File: config.mk
export PLATFORM = sky130hd
export DESIGN_NAME = sha512_ctrl
export DESIGN_NICKNAME = d
export VERILOG_FILES = /design/src/rtl/core/sha512_pkg.sv /design/src/rtl/core/sha512_ctrl.sv
export SDC_FILE = /design/constraint.sdc
export NUM_CORES = 1
export LEC_CHECK = 0
export BUFFER_PORTS_ARGS = -buffer_cell sky130_fd_sc_hd__buf_2
export CAP_MARGIN = 20
export CELL_PAD_IN_SITES_DETAIL_PLACEMENT = 1
export CELL_PAD_IN_SITES_GLOBAL_PLACEMENT = 2
export CORE_ASPECT_RATIO = 1.2
export CORE_MARGIN = 8
export CORE_UTILIZATION = 25
export CTS_CLUSTER_SIZE = 14
export DETAILED_ROUTE_END_ITERATION = 8
export PLACE_DENSITY_LB_ADDON = 0.08
export SLEW_MARGIN = 5
export SYNTH_ARGS = -nofsm -noshare
export SYNTH_HDL_FRONTEND = slang
export SYNTH_SLANG_ARGS = --single-unit
File: constraint.sdc
create_clock -name clk -period 1.7 [get_ports clk]
set_input_delay 0.34 -clock clk [delete_from_list [all_inputs] [get_ports clk]]
set_output_delay 0.34 -clock clk [all_outputs]
set_load 0.03 [all_outputs]
File: src/rtl/core/sha512_pkg.sv
// -----------------------------------------------------------------------------
// sha512_pkg
// Shared types, round constants and the rotate function for the SHA-512 engine.
// -----------------------------------------------------------------------------
package sha512_pkg;

  typedef logic [63:0] word_t;

  typedef struct packed {
    logic load_byte;  // shift data byte into the word assembly
    logic load_pad;   // shift a pad byte (0x80 or 0x00)
    logic pad_first;  // pad byte is 0x80
    logic load_len;   // push a length word
    logic len_high;   // which length word
    logic init_rnd;   // copy chain into working vars
    logic do_rnd;     // one compression round
    logic fold;       // add working vars into chain
    logic reset_msg;  // return to initial state
    logic count_byte; // bump the byte counter
  } sha512_cmd_t;

  typedef struct packed {
    logic       word_full;  // current byte completes a word
    logic       block_full; // that word completes the block
    logic [2:0] byte_pos;
    logic [3:0] word_cnt;
  } sha512_stat_t;

  localparam word_t IV [8] = '{
    64'h6a09e667f3bcc908, 64'hbb67ae8584caa73b, 64'h3c6ef372fe94f82b,
    64'ha54ff53a5f1d36f1, 64'h510e527fade682d1, 64'h9b05688c2b3e6c1f,
    64'h1f83d9abfb41bd6b, 64'h5be0cd19137e2179};

  localparam word_t RK [80] = '{
    64'h428a2f98d728ae22, 64'h7137449123ef65cd, 64'hb5c0fbcfec4d3b2f, 64'he9b5dba58189dbbc,
    64'h3956c25bf348b538, 64'h59f111f1b605d019, 64'h923f82a4af194f9b, 64'hab1c5ed5da6d8118,
    64'hd807aa98a3030242, 64'h12835b0145706fbe, 64'h243185be4ee4b28c, 64'h550c7dc3d5ffb4e2,
    64'h72be5d74f27b896f, 64'h80deb1fe3b1696b1, 64'h9bdc06a725c71235, 64'hc19bf174cf692694,
    64'he49b69c19ef14ad2, 64'hefbe4786384f25e3, 64'h0fc19dc68b8cd5b5, 64'h240ca1cc77ac9c65,
    64'h2de92c6f592b0275, 64'h4a7484aa6ea6e483, 64'h5cb0a9dcbd41fbd4, 64'h76f988da831153b5,
    64'h983e5152ee66dfab, 64'ha831c66d2db43210, 64'hb00327c898fb213f, 64'hbf597fc7beef0ee4,
    64'hc6e00bf33da88fc2, 64'hd5a79147930aa725, 64'h06ca6351e003826f, 64'h142929670a0e6e70,
    64'h27b70a8546d22ffc, 64'h2e1b21385c26c926, 64'h4d2c6dfc5ac42aed, 64'h53380d139d95b3df,
    64'h650a73548baf63de, 64'h766a0abb3c77b2a8, 64'h81c2c92e47edaee6, 64'h92722c851482353b,
    64'ha2bfe8a14cf10364, 64'ha81a664bbc423001, 64'hc24b8b70d0f89791, 64'hc76c51a30654be30,
    64'hd192e819d6ef5218, 64'hd69906245565a910, 64'hf40e35855771202a, 64'h106aa07032bbd1b8,
    64'h19a4c116b8d2d0c8, 64'h1e376c085141ab53, 64'h2748774cdf8eeb99, 64'h34b0bcb5e19b48a8,
    64'h391c0cb3c5c95a63, 64'h4ed8aa4ae3418acb, 64'h5b9cca4f7763e373, 64'h682e6ff3d6b2b8a3,
    64'h748f82ee5defb2fc, 64'h78a5636f43172f60, 64'h84c87814a1f0ab72, 64'h8cc702081a6439ec,
    64'h90befffa23631e28, 64'ha4506cebde82bde9, 64'hbef9a3f7b2c67915, 64'hc67178f2e372532b,
    64'hca273eceea26619c, 64'hd186b8c721c0c207, 64'heada7dd6cde0eb1e, 64'hf57d4f7fee6ed178,
    64'h06f067aa72176fba, 64'h0a637dc5a2c898a6, 64'h113f9804bef90dae, 64'h1b710b35131c471b,
    64'h28db77f523047d84, 64'h32caab7b40c72493, 64'h3c9ebe0a15c9bebc, 64'h431d67c49c100d4c,
    64'h4cc5d4becb3e42b6, 64'h597f299cfc657e2a, 64'h5fcb6fab3ad6faec, 64'h6c44198c4a475817};

  function automatic word_t rotr(input word_t x, input int n);
    return (x >> n) | (x << (64 - n));
  endfunction

endpackage

File: src/rtl/core/sha512_ctrl.sv
// -----------------------------------------------------------------------------
// sha512_ctrl
// Sequencer: byte intake, padding, round counting and digest readout.
// -----------------------------------------------------------------------------
module sha512_ctrl (
  input  logic                     clk,
  input  logic                     rst,
  input  logic                     in_valid,
  output logic                     in_ready,
  input  logic                     has_byte,
  input  logic                     end_of_message,
  input  sha512_pkg::sha512_stat_t stat,
  output sha512_pkg::sha512_cmd_t  cmd,
  output logic [6:0]               rnd,
  output logic [2:0]               out_sel,
  output logic                     out_valid,
  input  logic                     out_ready
);
  import sha512_pkg::*;

  localparam logic [2:0] S_IDLE  = 3'd0;
  localparam logic [2:0] S_PAD   = 3'd1;
  localparam logic [2:0] S_INIT  = 3'd2;
  localparam logic [2:0] S_ROUND = 3'd3;
  localparam logic [2:0] S_FOLD  = 3'd4;
  localparam logic [2:0] S_OUT   = 3'd5;

  logic [2:0] state, state_next;
  logic finishing, first_pad, len_phase;
  logic in_fire;
  logic blk_push;

  assign in_ready = (state == S_IDLE);
  assign in_fire  = in_valid && in_ready;
  assign out_valid = (state == S_OUT);

  always_comb begin
    cmd = '0;
    state_next = state;
    blk_push = 1'b0;
    unique case (state)
      S_IDLE: if (in_fire) begin
        cmd.load_byte  = has_byte;
        cmd.count_byte = has_byte;
        blk_push = has_byte && stat.word_full && stat.block_full;
        if (blk_push) state_next = S_INIT;
        else if (end_of_message) state_next = S_PAD;
      end
      S_PAD: begin
        if (len_phase) begin
          cmd.load_len = 1'b1;
          cmd.len_high = (stat.word_cnt == 4'd14);
          if (stat.word_cnt == 4'd15) state_next = S_INIT;
        end else if (!first_pad && stat.byte_pos == 3'd0 && stat.word_cnt == 4'd14) begin
          cmd.load_len = 1'b1;
          cmd.len_high = 1'b1;
        end else begin
          cmd.load_pad  = 1'b1;
          cmd.pad_first = first_pad;
          if (stat.word_full && stat.block_full) state_next = S_INIT;
        end
      end
      S_INIT: begin
        cmd.init_rnd = 1'b1;
        state_next = S_ROUND;
      end
      S_ROUND: begin
        cmd.do_rnd = 1'b1;
        if (rnd == 7'd79) state_next = S_FOLD;
      end
      S_FOLD: begin
        cmd.fold = 1'b1;
        state_next = finishing ? (len_phase ? S_OUT : S_PAD) : S_IDLE;
      end
      S_OUT: if (out_ready && out_sel == 3'd7) begin
        cmd.reset_msg = 1'b1;
        state_next = S_IDLE;
      end
      default: state_next = S_IDLE;
    endcase
  end

  always_ff @(posedge clk) begin
    if (rst) begin
      state <= S_IDLE;
      finishing <= 1'b0;
      first_pad <= 1'b0;
      len_phase <= 1'b0;
      rnd <= '0;
      out_sel <= '0;
    end else begin
      state <= state_next;
      if (state == S_IDLE && in_fire) begin
        finishing <= end_of_message;
        first_pad <= 1'b1;
        len_phase <= 1'b0;
      end
      if (cmd.load_pad) first_pad <= 1'b0;
      if (cmd.load_len && cmd.len_high) len_phase <= 1'b1;
      if (state == S_INIT) rnd <= '0;
      else if (cmd.do_rnd) rnd <= rnd + 7'd1;
      // index wraps to zero on the eighth beat
      if (state == S_OUT && out_ready) out_sel <= out_sel + 3'd1;
      if (cmd.reset_msg) begin
        finishing <= 1'b0;
        len_phase <= 1'b0;
      end
    end
  end

  ap_rnd_range: assert property (@(posedge clk) disable iff (rst)
    state == S_ROUND |-> rnd <= 7'd79) else $error("round counter overrun");
  ap_out_sel_zero: assert property (@(posedge clk) disable iff (rst)
    state == S_IDLE |-> out_sel == 3'd0) else $error("readout index not cleared");
  ap_fold_after_round: assert property (@(posedge clk) disable iff (rst)
    state == S_FOLD |-> $past(state) == S_ROUND) else $error("fold without rounds");

endmodule
==> summary.md <==
| Metric | Value |
|---|---|
| Vias per std cell | `4.970` |
| DRT iter0 DRCs | `11` |
| CTS root buf | `clkbuf_8` |
| Antenna violations before repair | `0` |
| Synth top area cells | `dfxtp_1, nor2_1, xor2_1, a21oi_1, ha_1` |
| GRT Total Usage | `10.12%` |
| Most frequent cells after synthesis | `dfxtp_1, nor2_1, a21oi_1` |
| IO Count | `37` |
| Clock sink total | `16` |
| Leakage | `0.6353 nW` |
| Synth Net Count | `123` |
| PortBufs | `36` |
| PwrDens | `984.4 nW/um^2` |
| Layout cells sized above 1 | `51.25%` |
| Tcrit/Tclk final | `103.9%` |
| Clock buffer depth | `2` |
| Clk_lat worst skew | `0.24 ns` |
| Status | `finished with violations` |
| Slew @ Worst Pin | `0.3350 ns` |
| Setup TNS | `-0.2369 ns` |
| GRT overflow | `0` |
| First-pass GRT wire length | `4.795 mm` |
| Post-route ant nets | `0` |
| Largest net degree at the start of global routing | `11` |
| Post-synthesis sequential area ratio | `36.16%` |
| GPL Wtd Cong | `0.7815` |
| DP Worst Slack | `-0.1651 ns` |
| HP Class | `input port to register` |
| Initial Utilization | `26.31%` |
| Most frequent cell after synthesis | `dfxtp_1` |
| Crit path DAT | `1.43 ns` |
| CTS tree | `done` |
| Post-Syn Area | `885.9 um^2` |
| Max transition margin | `77.63%` |
| Failing checks | `negative setup slack` |
| Die H | `81.21 um` |
| Final hold vios | `0` |
| CP Class | `register to output port` |
| CTS buffer count | `3` |
| # hold bufs at CTS | `0` |
| Die Area | `5712 um^2` |
| Cells after Synth | `105` |
| Rows | `23` |
| Ant diodes | `0` |
| FMAX | `565.9 MHz` |
| Vias | `979` |
| Final setup margin | `-0.06697 ns` |
| Max_cap viols | `0` |
| Main synth FF type | `dfxtp_1` |
| Critical Path End Type | `output port` |
| R2R depth | `6` |
| Min Clock Period, post-route | `1.767 ns` |
| Ys Warns | `0` |
| Synth top area share | `36.16%` |
| H-tree depth | `1` |
| Layout net count | `179` |
| Register bit count reported by yosys | `16` |
| Vias in the first global route | `1091` |
| Hold Path Stages | `2` |
| DR WL/cell | `14.25 um` |
| Fin. max-slew vios | `0` |
| CTS clock-pin slew for the worst setup and hold paths | `0.06 ns` |
| Area growth syn-to-layout | `59.75%` |
| Final HPWL DP | `2.290 mm` |
| RSZ-0062 raised after global routing | `yes` |
| Netlist cell types | `37` |
| Max IR drop VDD | `0.0005112 V` |
| Final wirelength | `2.808 mm` |
| Die W | `70.34 um` |
| Post-synth ARST share | `0%` |
| CP Launch Type | `register` |
| Synth Area per Inst | `8.437 um^2` |
| Clock skew | `0.0007680 ns` |
| Data required, critical path | `1.36 ns` |
| Initial DRT Pass Iterations | `3` |
| # DRC | `0` |
| Worst Path Max Fanout | `3` |
| Post-synth top area cell | `dfxtp_1` |
| EDFF count, synth | `0` |
| Setup violations, final | `5` |
| Core footprint | `3367 um^2` |
==> worst max-delay path, cell delays in order (launching register included) <==
cell	delay [ns]
dfxtp_1	0.31
or4_4	0.46
a211oi_4	0.25
buf_6	0.16
==> path summary, 6_finish.rpt <==
check,startpoint,end,slack (ns)
setup / recovery,first_pad,cmd[5],-0.07
hold / removal,rst,state[1],0.39
setup reg to reg,state[1],state[0],0.03
hold reg to reg,out_sel[2],out_sel[2],0.49
==> through the flow <==
stage	cells	power, W	utilization (%)	hold WS (ns)	area (um^2)
after floorplan	105	0.0007952	-	0.4917	932.1
after global placement	188	0.0009784	36.68	0.4594	1235
after detailed placement	188	0.0009863	36.68	0.4796	1235
after CTS	194	0.001360	39.87	0.3908	1343
after global routing	197	0.001483	42.03	0.4133	1415
final	197	0.001393	42.03	0.3869	1415
==> logic make-up after synthesis <==
logic type	Yosys count	share of synthesized area (%)
mux	2	2.260
fa+ha+maj	3	4.238
simple gates	47	28.11
xor+xnor	7	6.921
compound gates	21	16.10
flops	16	36.16
buf+inv	9	6.214
==> routing by layer <==
layer	wire, um	up-vias	GRT usage [%]	share of wire, %
li1	-	483	-	-
met4	55	0	5.231	2.0
met1	1154	469	10.46	41
met2	1454	23	18.40	52
met3	144	4	2.801	5.1
met5	0	-	0	0
==> cell usage in the layout, fill, tap and decap left out, drive strengths merged, types with 2 or more instances in the layout <==
cell type / netlist / routed
a21oi: 8 / 8
o31ai: 3 / 3
and2: 2 / 2
nand3: 4 / 4
or4: 2 / 2
o21ai: 3 / 3
buf: 6 / 54
nor3: 5 / 5
xnor2: 2 / 2
nor2: 15 / 15
mux2i: 2 / 2
nand4: 2 / 2
clkbuf: 0 / 7
and4: 2 / 2
and3: 4 / 4
dfxtp: 16 / 16
ha: 3 / 3
inv: 3 / 3
nand2: 6 / 6
xor2: 5 / 5
==> final cells by class <==
type	count	area, um^2
fillers	410	1952
multi-input cells	80	604.3
repair buffers	57	375.4
flip-flops and latches	16	322.8
clock buffers	4	55.05
well taps	37	46.29
inverters	3	11.26
==> where the power goes <==
group / total (W) / internal [W] / switching [W]
combinational: 0.000629 / 0.000280 / 0.000349
clock: 0.000333 / 0.000205 / 0.000128
sequential: 0.000431 / 0.000410 / 0.0000209
==> registers in the layout, summed over array words and instances (netlist names) <==
| signal | count |
|---|---|
| len_phase | 1 |
| out_sel | 3 |
| finishing | 1 |
| rnd | 7 |
| first_pad | 1 |
| state | 3 |
==> timing repair <==
action,in CTS,in global routing
setup buffers,2,3
pin swaps,4,4
gates cloned,0,0
setup endpoints to repair,9,11
gates resized for setup,12,13
(Power assumes the default switching activity.)
